### src/rtl/frame_diff_bbox_counter_top_defines.svh
// Assertion macros for the frame difference bounding box RTL.
`ifndef FRAME_DIFF_BBOX_COUNTER_TOP_DEFINES_SVH
`define FRAME_DIFF_BBOX_COUNTER_TOP_DEFINES_SVH

// Same-cycle implication, checked on every rising clock edge outside reset.
`define FDBB_ASSERT_NOW(label, ante, cons, msg) \
    label: assert property (@(posedge clk) disable iff (!rst_n) (ante) |-> (cons)) \
        else $error(msg);

// Next-cycle implication, checked on every rising clock edge outside reset.
`define FDBB_ASSERT_NEXT(label, ante, cons, msg) \
    label: assert property (@(posedge clk) disable iff (!rst_n) (ante) |=> (cons)) \
        else $error(msg);

`endif

### src/rtl/fdbb_pkg.sv
// Package with the widths, register indexes and shared types of the frame difference block.
`default_nettype none

package fdbb_pkg;

    // Field and state widths.
    localparam int PIXEL_BITS = 16;
    localparam int DIM_W      = 13;
    localparam int POS_W      = 12;
    localparam int CNT_W      = 25;
    localparam int CFG_IDX_W  = 3;

    // Largest frame dimension; larger register values act as this one.
    localparam int MAX_DIM = 4096;
    localparam logic [DIM_W-1:0] DIM_MAX_VAL = DIM_W'(MAX_DIM);
    localparam logic [DIM_W-1:0] DIM_MIN_VAL = DIM_W'(1);

    // Reset values of the configuration registers.
    localparam logic [DIM_W-1:0] RST_FRAME_WIDTH   = 13'd1920;
    localparam logic [DIM_W-1:0] RST_FRAME_HEIGHT  = 13'd1080;
    localparam logic [DIM_W-1:0] RST_WINDOW_LEFT   = 13'd0;
    localparam logic [DIM_W-1:0] RST_WINDOW_TOP    = 13'd0;
    localparam logic [DIM_W-1:0] RST_WINDOW_RIGHT  = 13'd1920;
    localparam logic [DIM_W-1:0] RST_WINDOW_BOTTOM = 13'd1080;

    // Configuration register indexes.
    typedef enum logic [CFG_IDX_W-1:0] {
        REG_FRAME_WIDTH   = 3'd0,
        REG_FRAME_HEIGHT  = 3'd1,
        REG_WINDOW_LEFT   = 3'd2,
        REG_WINDOW_TOP    = 3'd3,
        REG_WINDOW_RIGHT  = 3'd4,
        REG_WINDOW_BOTTOM = 3'd5
    } cfg_index_t;

    // Effective frame size and clipped window, as seen by the accumulator.
    typedef struct packed {
        logic [DIM_W-1:0] width;
        logic [DIM_W-1:0] height;
        logic [DIM_W-1:0] left;
        logic [DIM_W-1:0] top;
        logic [DIM_W-1:0] right;
        logic [DIM_W-1:0] bottom;
    } frame_geom_t;

    // One registered pixel beat with its position.
    typedef struct packed {
        logic [PIXEL_BITS-1:0] pixel_old;
        logic [PIXEL_BITS-1:0] pixel_new;
        logic [POS_W-1:0]      col;
        logic [POS_W-1:0]      row;
        logic                  frame_end;
    } pix_beat_t;

endpackage

`default_nettype wire

### src/rtl/fdbb_if.sv
// Valid/ready channel interfaces for pixel pair beats and frame result beats.
`default_nettype none

interface fdbb_pix_if
    import fdbb_pkg::*;
();
    logic                  valid;
    logic                  ready;
    logic [PIXEL_BITS-1:0] pixel_old;
    logic [PIXEL_BITS-1:0] pixel_new;

    modport source (output valid, output pixel_old, output pixel_new, input ready);
    modport sink   (input valid, input pixel_old, input pixel_new, output ready);
endinterface

interface fdbb_res_if
    import fdbb_pkg::*;
();
    logic             valid;
    logic             ready;
    logic [CNT_W-1:0] changed_count;
    logic             any_changed;
    logic [DIM_W-1:0] box_min_x;
    logic [DIM_W-1:0] box_min_y;
    logic [POS_W-1:0] box_max_x;
    logic [POS_W-1:0] box_max_y;

    modport source (
        output valid, output changed_count, output any_changed,
        output box_min_x, output box_min_y, output box_max_x, output box_max_y,
        input ready
    );
    modport sink (
        input valid, input changed_count, input any_changed,
        input box_min_x, input box_min_y, input box_max_x, input box_max_y,
        output ready
    );
endinterface

`default_nettype wire

### src/rtl/frame_diff_bbox_counter_top.sv
// Top level of the frame difference counter with bounding box.
`default_nettype none

// Takes one pair of co-located pixels from two frames per clock in raster order and
// tracks column and row itself from the configured frame size (0 acts as 1, sizes
// above 4096 act as 4096). Pairs that differ inside the window, clipped to the frame,
// are counted and their least and greatest column and row kept. One result beat
// is presented per frame once its last pixel has passed the input register and
// then the result register; a frame with no change reports width, height,
// 0, 0. Throughput is one pixel beat per clock: the block holds off input only when
// a frame-end beat finds the previous frame's result still waiting at the output
// register. There is no clearing pass after reset. Write the configuration
// registers only while no beat is in flight.
module frame_diff_bbox_counter_top
    import fdbb_pkg::*;
(
    input  wire logic                 clk,
    input  wire logic                 rst_n,
    input  wire logic                 cfg_write,
    input  wire logic [CFG_IDX_W-1:0] cfg_index,
    input  wire logic [DIM_W-1:0]     cfg_data,
    fdbb_pix_if.sink                  pix_in,
    fdbb_res_if.source                res_out
);

`include "frame_diff_bbox_counter_top_defines.svh"

    logic [DIM_W-1:0] frame_width_reg;
    logic [DIM_W-1:0] frame_height_reg;
    logic [DIM_W-1:0] window_left_reg;
    logic [DIM_W-1:0] window_top_reg;
    logic [DIM_W-1:0] window_right_reg;
    logic [DIM_W-1:0] window_bottom_reg;

    logic [POS_W-1:0] col_reg;
    logic [POS_W-1:0] row_reg;
    logic [POS_W-1:0] col_next;
    logic [POS_W-1:0] row_next;

    logic             beat_valid_reg;
    pix_beat_t        beat_reg;
    logic             beat_take;

    frame_geom_t      geom;
    logic [DIM_W-1:0] col_plus;
    logic [DIM_W-1:0] row_plus;
    logic             row_end;
    logic             frame_end;
    logic             in_fire;

    // Configuration register writes.
    always_ff @(posedge clk or negedge rst_n)
    begin
        if (!rst_n)
        begin
            frame_width_reg   <= RST_FRAME_WIDTH;
            frame_height_reg  <= RST_FRAME_HEIGHT;
            window_left_reg   <= RST_WINDOW_LEFT;
            window_top_reg    <= RST_WINDOW_TOP;
            window_right_reg  <= RST_WINDOW_RIGHT;
            window_bottom_reg <= RST_WINDOW_BOTTOM;
        end
        else if (cfg_write)
        begin
            case (cfg_index_t'(cfg_index))
                REG_FRAME_WIDTH:   frame_width_reg   <= cfg_data;
                REG_FRAME_HEIGHT:  frame_height_reg  <= cfg_data;
                REG_WINDOW_LEFT:   window_left_reg   <= cfg_data;
                REG_WINDOW_TOP:    window_top_reg    <= cfg_data;
                REG_WINDOW_RIGHT:  window_right_reg  <= cfg_data;
                REG_WINDOW_BOTTOM: window_bottom_reg <= cfg_data;
                default:           ;
            endcase
        end
    end

    // Effective frame size and window clipped to it.
    always_comb
    begin
        geom.width  = (frame_width_reg == '0) ? DIM_MIN_VAL :
                      (frame_width_reg > DIM_MAX_VAL) ? DIM_MAX_VAL : frame_width_reg;
        geom.height = (frame_height_reg == '0) ? DIM_MIN_VAL :
                      (frame_height_reg > DIM_MAX_VAL) ? DIM_MAX_VAL : frame_height_reg;
        geom.left   = window_left_reg;
        geom.top    = window_top_reg;
        geom.right  = (window_right_reg < geom.width) ? window_right_reg : geom.width;
        geom.bottom = (window_bottom_reg < geom.height) ? window_bottom_reg : geom.height;
    end

    // Raster position: a column at or past the last one wraps to the next row.
    assign col_plus  = {1'b0, col_reg} + DIM_W'(1);
    assign row_plus  = {1'b0, row_reg} + DIM_W'(1);
    assign row_end   = (col_plus >= geom.width);
    assign frame_end = row_end && (row_plus >= geom.height);
    assign col_next  = row_end ? '0 : col_plus[POS_W-1:0];
    assign row_next  = frame_end ? '0 : (row_end ? row_plus[POS_W-1:0] : row_reg);

    assign pix_in.ready = !beat_valid_reg || beat_take;
    assign in_fire      = pix_in.valid && pix_in.ready;

    // Position counters advance on every accepted beat.
    always_ff @(posedge clk or negedge rst_n)
    begin
        if (!rst_n)
        begin
            col_reg <= '0;
            row_reg <= '0;
        end
        else if (in_fire)
        begin
            col_reg <= col_next;
            row_reg <= row_next;
        end
    end

    // Input stage valid flag.
    always_ff @(posedge clk or negedge rst_n)
    begin
        if (!rst_n)
        begin
            beat_valid_reg <= 1'b0;
        end
        else if (pix_in.ready)
        begin
            beat_valid_reg <= pix_in.valid;
        end
    end

    // Input stage payload with the position it was taken at.
    always_ff @(posedge clk)
    begin
        if (in_fire)
        begin
            beat_reg.pixel_old <= pix_in.pixel_old;
            beat_reg.pixel_new <= pix_in.pixel_new;
            beat_reg.col       <= col_reg;
            beat_reg.row       <= row_reg;
            beat_reg.frame_end <= frame_end;
        end
    end

    fdbb_accum u_accum (
        .clk        (clk),
        .rst_n      (rst_n),
        .geom       (geom),
        .beat_valid (beat_valid_reg),
        .beat       (beat_reg),
        .beat_take  (beat_take),
        .res        (res_out)
    );

    // A frame-end beat that moves on always leaves a result behind.
    `FDBB_ASSERT_NEXT(a_frame_end_gives_result,
        beat_valid_reg && beat_take && beat_reg.frame_end, res_out.valid,
        "frame end beat produced no result")

    // A beat that is held stays in the input stage.
    `FDBB_ASSERT_NEXT(a_stalled_beat_kept,
        beat_valid_reg && !beat_take, beat_valid_reg,
        "stalled beat dropped from input stage")

    // The change flag agrees with the count.
    `FDBB_ASSERT_NOW(a_flag_matches_count,
        res_out.valid, res_out.any_changed == (res_out.changed_count != '0),
        "change flag disagrees with count")

    // A frame without change reports the whole frame as its box.
    `FDBB_ASSERT_NOW(a_empty_box,
        res_out.valid && !res_out.any_changed,
        (res_out.box_min_x == geom.width) && (res_out.box_min_y == geom.height)
            && (res_out.box_max_x == '0) && (res_out.box_max_y == '0),
        "empty frame box is not the full frame")

endmodule

`default_nettype wire

### src/rtl/fdbb_accum.sv
// Change counter, bounding box accumulator and frame result register.
`default_nettype none

module fdbb_accum
    import fdbb_pkg::*;
(
    input  wire logic        clk,
    input  wire logic        rst_n,
    input  wire frame_geom_t geom,
    input  wire logic        beat_valid,
    input  wire pix_beat_t   beat,
    output logic             beat_take,
    fdbb_res_if.source       res
);

    logic             out_valid_reg;
    logic [CNT_W-1:0] out_count_reg;
    logic             out_any_reg;
    logic [DIM_W-1:0] out_min_x_reg;
    logic [DIM_W-1:0] out_min_y_reg;
    logic [POS_W-1:0] out_max_x_reg;
    logic [POS_W-1:0] out_max_y_reg;

    logic [CNT_W-1:0] count_reg;
    logic [DIM_W-1:0] min_x_reg;
    logic [DIM_W-1:0] min_y_reg;
    logic [POS_W-1:0] max_x_reg;
    logic [POS_W-1:0] max_y_reg;

    logic [CNT_W-1:0] count_next;
    logic [DIM_W-1:0] min_x_next;
    logic [DIM_W-1:0] min_y_next;
    logic [POS_W-1:0] max_x_next;
    logic [POS_W-1:0] max_y_next;

    logic [DIM_W-1:0] col_ext;
    logic [DIM_W-1:0] row_ext;
    logic             in_window;
    logic             hit;
    logic             first_hit;
    logic             emit;

    // A beat that ends a frame waits until the result register is free.
    assign beat_take = beat_valid && (!beat.frame_end || !out_valid_reg || res.ready);
    assign emit      = beat_take && beat.frame_end;

    // Window test and pixel compare.
    assign col_ext   = {1'b0, beat.col};
    assign row_ext   = {1'b0, beat.row};
    assign in_window = (col_ext >= geom.left) && (col_ext < geom.right)
                    && (row_ext >= geom.top) && (row_ext < geom.bottom);
    assign hit       = in_window && (beat.pixel_old != beat.pixel_new);
    assign first_hit = (count_reg == '0);

    // Accumulator update for the current beat; the first change loads the box.
    always_comb
    begin
        count_next = count_reg;
        min_x_next = min_x_reg;
        min_y_next = min_y_reg;
        max_x_next = max_x_reg;
        max_y_next = max_y_reg;
        if (hit)
        begin
            count_next = count_reg + CNT_W'(1);
            if (first_hit)
            begin
                min_x_next = col_ext;
                min_y_next = row_ext;
                max_x_next = beat.col;
                max_y_next = beat.row;
            end
            else
            begin
                if (col_ext < min_x_reg)
                begin
                    min_x_next = col_ext;
                end
                if (row_ext < min_y_reg)
                begin
                    min_y_next = row_ext;
                end
                if (beat.col > max_x_reg)
                begin
                    max_x_next = beat.col;
                end
                if (beat.row > max_y_reg)
                begin
                    max_y_next = beat.row;
                end
            end
        end
    end

    // Count register; cleared after each frame result.
    always_ff @(posedge clk or negedge rst_n)
    begin
        if (!rst_n)
        begin
            count_reg <= '0;
        end
        else if (beat_take)
        begin
            count_reg <= emit ? '0 : count_next;
        end
    end

    // Box registers only matter while the count is nonzero.
    always_ff @(posedge clk)
    begin
        if (beat_take)
        begin
            min_x_reg <= min_x_next;
            min_y_reg <= min_y_next;
            max_x_reg <= max_x_next;
            max_y_reg <= max_y_next;
        end
    end

    // Result valid flag.
    always_ff @(posedge clk or negedge rst_n)
    begin
        if (!rst_n)
        begin
            out_valid_reg <= 1'b0;
        end
        else if (emit)
        begin
            out_valid_reg <= 1'b1;
        end
        else if (res.ready)
        begin
            out_valid_reg <= 1'b0;
        end
    end

    // Result payload; a frame with no change reports the full frame as the box.
    always_ff @(posedge clk)
    begin
        if (emit)
        begin
            out_count_reg <= count_next;
            if (count_next == '0)
            begin
                out_any_reg   <= 1'b0;
                out_min_x_reg <= geom.width;
                out_min_y_reg <= geom.height;
                out_max_x_reg <= '0;
                out_max_y_reg <= '0;
            end
            else
            begin
                out_any_reg   <= 1'b1;
                out_min_x_reg <= min_x_next;
                out_min_y_reg <= min_y_next;
                out_max_x_reg <= max_x_next;
                out_max_y_reg <= max_y_next;
            end
        end
    end

    assign res.valid         = out_valid_reg;
    assign res.changed_count = out_count_reg;
    assign res.any_changed   = out_any_reg;
    assign res.box_min_x     = out_min_x_reg;
    assign res.box_min_y     = out_min_y_reg;
    assign res.box_max_x     = out_max_x_reg;
    assign res.box_max_y     = out_max_y_reg;

endmodule

`default_nettype wire
### src/flat_wrapper.sv
// flat-port wrapper written by rule: the top's interface ports become plain ports
module frame_diff_bbox_counter_top_flat import fdbb_pkg::*;
  (clk, rst_n, cfg_write, cfg_index, cfg_data, pix_in_valid, pix_in_pixel_old, pix_in_pixel_new, pix_in_ready, res_out_valid, res_out_changed_count, res_out_any_changed, res_out_box_min_x, res_out_box_min_y, res_out_box_max_x, res_out_box_max_y, res_out_ready);
  fdbb_pix_if pix_in_i ();
  fdbb_res_if res_out_i ();
  input  wire logic clk;
  input  wire logic rst_n;
  input  wire logic cfg_write;
  input  wire logic [CFG_IDX_W-1:0] cfg_index;
  input  wire logic [DIM_W-1:0] cfg_data;
  input wire logic [$bits(pix_in_i.valid)-1:0] pix_in_valid;
  input wire logic [$bits(pix_in_i.pixel_old)-1:0] pix_in_pixel_old;
  input wire logic [$bits(pix_in_i.pixel_new)-1:0] pix_in_pixel_new;
  output wire logic [$bits(pix_in_i.ready)-1:0] pix_in_ready;
  output wire logic [$bits(res_out_i.valid)-1:0] res_out_valid;
  output wire logic [$bits(res_out_i.changed_count)-1:0] res_out_changed_count;
  output wire logic [$bits(res_out_i.any_changed)-1:0] res_out_any_changed;
  output wire logic [$bits(res_out_i.box_min_x)-1:0] res_out_box_min_x;
  output wire logic [$bits(res_out_i.box_min_y)-1:0] res_out_box_min_y;
  output wire logic [$bits(res_out_i.box_max_x)-1:0] res_out_box_max_x;
  output wire logic [$bits(res_out_i.box_max_y)-1:0] res_out_box_max_y;
  input wire logic [$bits(res_out_i.ready)-1:0] res_out_ready;
  assign pix_in_i.valid = pix_in_valid;
  assign pix_in_i.pixel_old = pix_in_pixel_old;
  assign pix_in_i.pixel_new = pix_in_pixel_new;
  assign pix_in_ready = pix_in_i.ready;
  assign res_out_valid = res_out_i.valid;
  assign res_out_changed_count = res_out_i.changed_count;
  assign res_out_any_changed = res_out_i.any_changed;
  assign res_out_box_min_x = res_out_i.box_min_x;
  assign res_out_box_min_y = res_out_i.box_min_y;
  assign res_out_box_max_x = res_out_i.box_max_x;
  assign res_out_box_max_y = res_out_i.box_max_y;
  assign res_out_i.ready = res_out_ready;
  frame_diff_bbox_counter_top u_core (.clk(clk), .rst_n(rst_n), .cfg_write(cfg_write), .cfg_index(cfg_index), .cfg_data(cfg_data), .pix_in(pix_in_i), .res_out(res_out_i));
endmodule
### config.mk
export PLATFORM = sky130hd
export DESIGN_NAME = frame_diff_bbox_counter_top_flat
export DESIGN_NICKNAME = d
export VERILOG_FILES = /design/src/rtl/fdbb_pkg.sv /design/src/rtl/fdbb_if.sv /design/src/rtl/frame_diff_bbox_counter_top.sv /design/src/rtl/fdbb_accum.sv /design/src/flat_wrapper.sv
export VERILOG_INCLUDE_DIRS = /design/src /design/src/rtl
export SDC_FILE = /design/constraint.sdc
export NUM_CORES = 1
export LEC_CHECK = 0
export BUFFER_PORTS_ARGS = -buffer_cell sky130_fd_sc_hd__buf_4
export CAP_MARGIN = 20
export CORE_MARGIN = 2
export CORE_UTILIZATION = 61
export CTS_BUF_LIST = sky130_fd_sc_hd__clkbuf_4 sky130_fd_sc_hd__clkbuf_8 sky130_fd_sc_hd__clkbuf_16
export CTS_CLUSTER_DIAMETER = 50
export CTS_CLUSTER_SIZE = 24
export DETAILED_ROUTE_END_ITERATION = 6
export PLACE_DENSITY = 0.92
export SYNTH_ARGS = -nofsm -noshare
export SYNTH_HDL_FRONTEND = slang
export SYNTH_HIERARCHICAL = 1
export SYNTH_SLANG_ARGS = --single-unit
export TNS_END_PERCENT = 30
### constraint.sdc
create_clock -name clk -period 7 [get_ports clk]
set_input_delay 0.7 -clock clk [delete_from_list [all_inputs] [get_ports clk]]
set_output_delay 0.7 -clock clk [all_outputs]
set_load 0.03 [all_outputs]
### Yosys cells after proc, flatten, opt, wreduce, memory -nomap -nowiden

Index checks and enable logic that the tools add are counted.

| operators by class | value |
|---|---|
| muxes and demuxes | 28 |
| reduce and logical (&&, ||, !) cells | 28 |
| equal/unequal tests | 6 |
| $lt $le $gt $ge | 14 |
| add/subtract/negate cells | 3 |

Operators with widths:

| cell | count |
|---|---|
| $mux 13 | 14 |
| $mux 12 | 9 |
| $lt 12x13->1 | 4 |
| $logic_not 25->1 | 2 |
| $mux 25 | 2 |
| $add 12x1->13 const B | 2 |
| $ge 12x13->1 | 2 |
| $ge 13x13->1 | 2 |
| $gt 13x13->1 const B | 2 |
| $logic_not 13->1 | 2 |
| $lt 13x13->1 | 2 |
| $add 25x1->25 const B | 1 |
| $gt 12x12->1 | 2 |
| $ne 16x16->1 | 1 |
| $reduce_and 2->1 | 7 |
| $logic_and 1x1->1 | 8 |
| $eq 3x2->1 const B | 2 |
| $eq 3x3->1 const B | 2 |
| $reduce_bool 2->1 | 2 |
| $eq 3x1->1 const B | 1 |
| $logic_not 1->1 | 3 |
| $logic_not 3->1 | 1 |
| $logic_or 1x1->1 | 3 |
| $mux 1 | 3 |

| word-level totals | value |
|---|---|
| register bits after elaboration | 312 |
| bits of input ports | 53 |
| output and inout port bits | 78 |

### Logic depth before layout (Yosys ltp)

| logic depth | value |
|---|---|
| depth after elaboration | 13 |
| depth in mapped cells | 27 |

### Modules after synthesis

Netlist, hierarchy kept.

Modules (own cells, without submodules):

| module | area each (µm²) | times used | cells an instance |
|---|---|---|---|
| fdbb_accum | 9,300.2 | 1 | 825 |
| frame_diff_bbox_counter_top | 7,741.2 | 1 | 599 |

### Worst setup path before layout

No wires, ideal clock.

| timing | value |
|---|---|
| path kind | register to register |
| start point | reg u_core.frame_width_reg[12] |
| end point | reg u_core.u_accum.out_min_x_reg[0] (netlist: u_core/u_accum/res.box_min_x[0]) (data pin) |
| buffers on the path | 4 |
| setup time | 260 ps |
| setup slack | 1,190 ps |
| arrival | 5,550 ps |
| data required time | 6,740 ps |
| stages on the path, launching flop included | 26 |
| path through | dfrtp_1 > inv_1 > clkbuf_1 > nand2_1 > ha_1 > a21o_1 > a21o_1 > a21oi_1 > o22ai_1 > or3_1 > buf_6 > buf_12 > mux2_4 > inv_1 > ha_1 > or4_1 > a21oi_1 > or4_1 > o211ai_1 > nor4_4 > nand4_1 > xnor2_1 > or4_1 > nor3_4 > buf_6 > mux2_2 |

RTL lines:

| what | line | source |
|---|---|---|
| start, declared | frame_diff_bbox_counter_top.sv:28 | `logic [DIM_W-1:0] frame_width_reg;` |
| start signal, assigned | frame_diff_bbox_counter_top.sv:66 | `REG_FRAME_WIDTH: frame_width_reg <= cfg_data;` |
| end signal, assigned | fdbb_accum.sv:146 | `out_min_x_reg <= geom.width;` |
| end signal, assigned | fdbb_accum.sv:154 | `out_min_x_reg <= min_x_next;` |
| end, declared | fdbb_accum.sv:19 | `logic [DIM_W-1:0] out_min_x_reg;` |

==> flow_summary.json <==
{
  "grt_overflow": 0,
  "yosys.cell_types.count": 66,
  "endpoint_kind": "register",
  "powerDensity_nw_per_um2": 318.9,
  "synth_top_area_share_pct": 32.25,
  "reg2reg_setup_slack_ps": 440,
  "holdCritPathClass": "input port to async pin",
  "criticalPathCategory": "register to register",
  "fin_cells": 1958,
  "cp_cell_sequence": "inv_1 > nand2_1 > ha_1 > a21oi_1 > nor2_1 > a211oi_1 > o21ai_0 > or3_2 > mux2_4 > inv_1 > ha_1 > or4_1 > a21oi_1 > or4_1 > o211ai_1 > nor4_4 > buf_4 > nand4_1 > xnor2_1 > or4_1 > nor3_4 > buf_12 > mux2_2",
  "slowest_delay_ps": 630,
  "num_vias": 12020,
  "wl_met3_um": 3334,
  "ys_seq_elements": 312,
  "synth-edff-count": 183,
  "skew_ps": 18.93,
  "ys.warnings.count": 6,
  "setup_viol": 0,
  "critPathLaunchType": "register",
  "die_y_um": 171.1,
  "fin_ws_ps": 438.9,
  "crit_family": "simple AND/OR/NAND/NOR gates",
  "num_antenna_cells": 0,
  "grt_pass1_vias": 12030,
  "grt.total_usage_pct": 27.92,
  "nets": 1757,
  "numCtsBuffers": 29,
  "max_slew_margin_pct": 33.04,
  "cap_violations": 0,
  "syn_area_per_cell_um2": 11.97,
  "fillers": 1886,
  "portBuffers": 130,
  "worst_slew_pin_slew_ps": 1004,
  "ant_nets": 0,
  "cts.sinks": 312,
  "synth-compound-area-share_pct": 8.289,
  "die_x_um": 171.1,
  "syn_nets": 1623,
  "drtIter0Drc": 1290,
  "leakagePower_nw": 8.803,
  "slew_violations": 0,
  "holdBufCountCts": 0,
  "grt_pass1_wl_um": 63290,
  "initial_core_util_pct": 61.68,
  "core-area_um2": 27630,
  "synthAdderAreaFrac_pct": 10.72,
  "crit_fanout": 51,
  "h-tree-depth": 1,
  "cp.arrival_ps": 6870,
  "ir_drop_mv": 0.1870,
  "place_area_um2": 18400,
  "rows": 61,
  "synth_top_family_by_area": "multiplexers",
  "wirelength_um": 40770,
  "synth_top_cells_by_area": "edfxtp_1 (32%), dfrtp_1 (17%), ha_1 (11%)",
  "layout-drive-gt1-share_pct": 24.87,
  "ys_seq_area_share_pct": 51.31,
  "cts_tree": "done",
  "synth-xor-area-share_pct": 3.598,
  "path_common_cell": "or4_1",
  "dpl.hpwl_um": 28810,
  "highest_layer": "met4",
  "yosys.area.top_type": "edfxtp_1",
  "path_clk_slew_ps": 80,
  "fin_crit_sh_pct": 93.73,
  "ios": 131,
  "netlist_area_um2": 17040,
  "rsz0062_at_grt": "no",
  "preCtsSetupSlack_ps": 260.3,
  "fin_crit_ps": 6561,
  "first_pass_iters": 6,
  "stdcell_area_um2": 19430,
  "root_buffer": "clkbuf_16",
  "cp.buffers_inverters": 4,
  "yosysMostFrequentCell": "edfxtp_1",
  "async_reset_ff_share_pct": 41.35,
  "ys_top_cells_by_count": "edfxtp_1 (183), mux2_2 (149), ha_1 (146)",
  "crit_path_top_delay_cell": "or3_2",
  "synth.area.mux_share_pct": 11.89,
  "route.met2.wl_um": 19300,
  "fin_tns_setup_ps": 0,
  "grt_antenna_before_repair": 0,
  "vias_per_cell": 6.138,
  "synth_simple_gate_area_share_pct": 9.684,
  "area_delta_synth_final_pct": 14.02,
  "cp_data_required_time_ps": 7310,
  "hold_violations": 0,
  "fmax_ghz": 0.1524,
  "met1_length_um": 16800,
  "grt_max_degree": 75,
  "wl_per_cell_um": 20.82,
  "drc": 0,
  "place_congestion": 0.9357,
  "synth_flop_cell": "edfxtp_1",
  "largest_reg_flops": 57,
  "synthCells": 1424,
  "place_inst": 1901,
  "status": "complete, no violations",
  "clk_latency_ps": 570,
  "cts.path.max_buffers": 3,
  "dieArea_um2": 29290
}
-- stage by stage --
| stage | hold WS (ps) | utilization (%) | total power [mW] |
|---|---|---|---|
| 6_report | 299.2 | 70.32 | 6.196 |
| 5_1_grt | 287.0 | 70.32 | 6.511 |
| 4_1_cts | 292.6 | 70.13 | 6.156 |
| 3_5_place_dp | 493.1 | 66.60 | 4.553 |
| 3_3_place_gp | 488.3 | 66.57 | 4.440 |
| 2_1_floorplan | 404.4 | - | 3.978 |
-- per-layer routing --
layer / GRT usage (%) / vias to the layer above
met2: 46.44 / 612
met5: 0 / -
met1: 37.00 / 5860
met4: 9.690 / 0
li1: - / 5434
met3: 5.112 / 112
-- worst paths after layout --
kind,endpoint,start,cells after the start
max,u_core/u_accum/res.box_min_y[7],u_core/frame_width_reg[12],23
min,u_core/u_accum/count_reg[5],rst_n,1
max reg2reg,u_core/u_accum/res.box_min_y[7],u_core/frame_width_reg[12],23
min reg2reg,u_core/window_top_reg[1],u_core/window_top_reg[1],1
max in group asynchronous,u_core/col_reg[8],rst_n,2
min in group clk,u_core/beat_reg[25],pix_in_pixel_new[0],1
-- kinds of logic after synthesis --
kind of cell,after synthesis
adders and majority gates,146
xor gates and xnor gates,70
buffers and inverters,188
muxes,178
AOI/OAI and AO/OA,215
DFF,312
and+or+nand+nor,315
-- power by group --
| group | internal, mW | total, mW | leakage [nW] | switching (mW) |
|---|---|---|---|---|
| combinational | 0.897 | 2.01 | 4.94 | 1.11 |
| sequential | 2.34 | 2.60 | 3.40 | 0.256 |
| clock | 0.812 | 1.59 | 0.465 | 0.777 |
-- layout by cell type, fill, tap and decap left out, types with 10 or more instances in the layout --
master,netlist,layout
a21o_1,30,30
a21oi_1,48,48
a22o_1,25,25
and3_1,18,18
buf_4,2,146
clkbuf_16,0,29
dfrtp_1,113,113
dfstp_2,16,16
edfxtp_1,183,183
ha_1,146,146
inv_1,141,139
mux2_2,149,149
mux2_4,10,10
mux2i_1,12,12
nand2_1,81,81
nand2b_1,17,17
nand3_1,34,34
nand4_1,29,29
nor2_1,47,46
nor2b_1,26,26
nor3_1,17,16
nor4_1,13,13
o21ai_0,54,54
o31ai_1,12,12
xnor2_1,39,39
xor2_1,31,31
-- layout make-up --
cell class	count	area, um^2	share of cell area (%)
Sequential cell	312	8743	45.00
Multi-Input combinational cell	925	7561	38.91
Timing Repair Buffer	149	1147	5.905
Clock buffer	30	739.5	3.806
Inverter	141	529.3	2.724
Tap cell	378	473.0	2.434
Clock inverter	23	236.5	1.217
-- timing repair --
item                       CTS  global route
resized for setup            0             1
setup endpoints to repair    0            27
setup buffers                0             1
(Power assumes the default switching activity.)
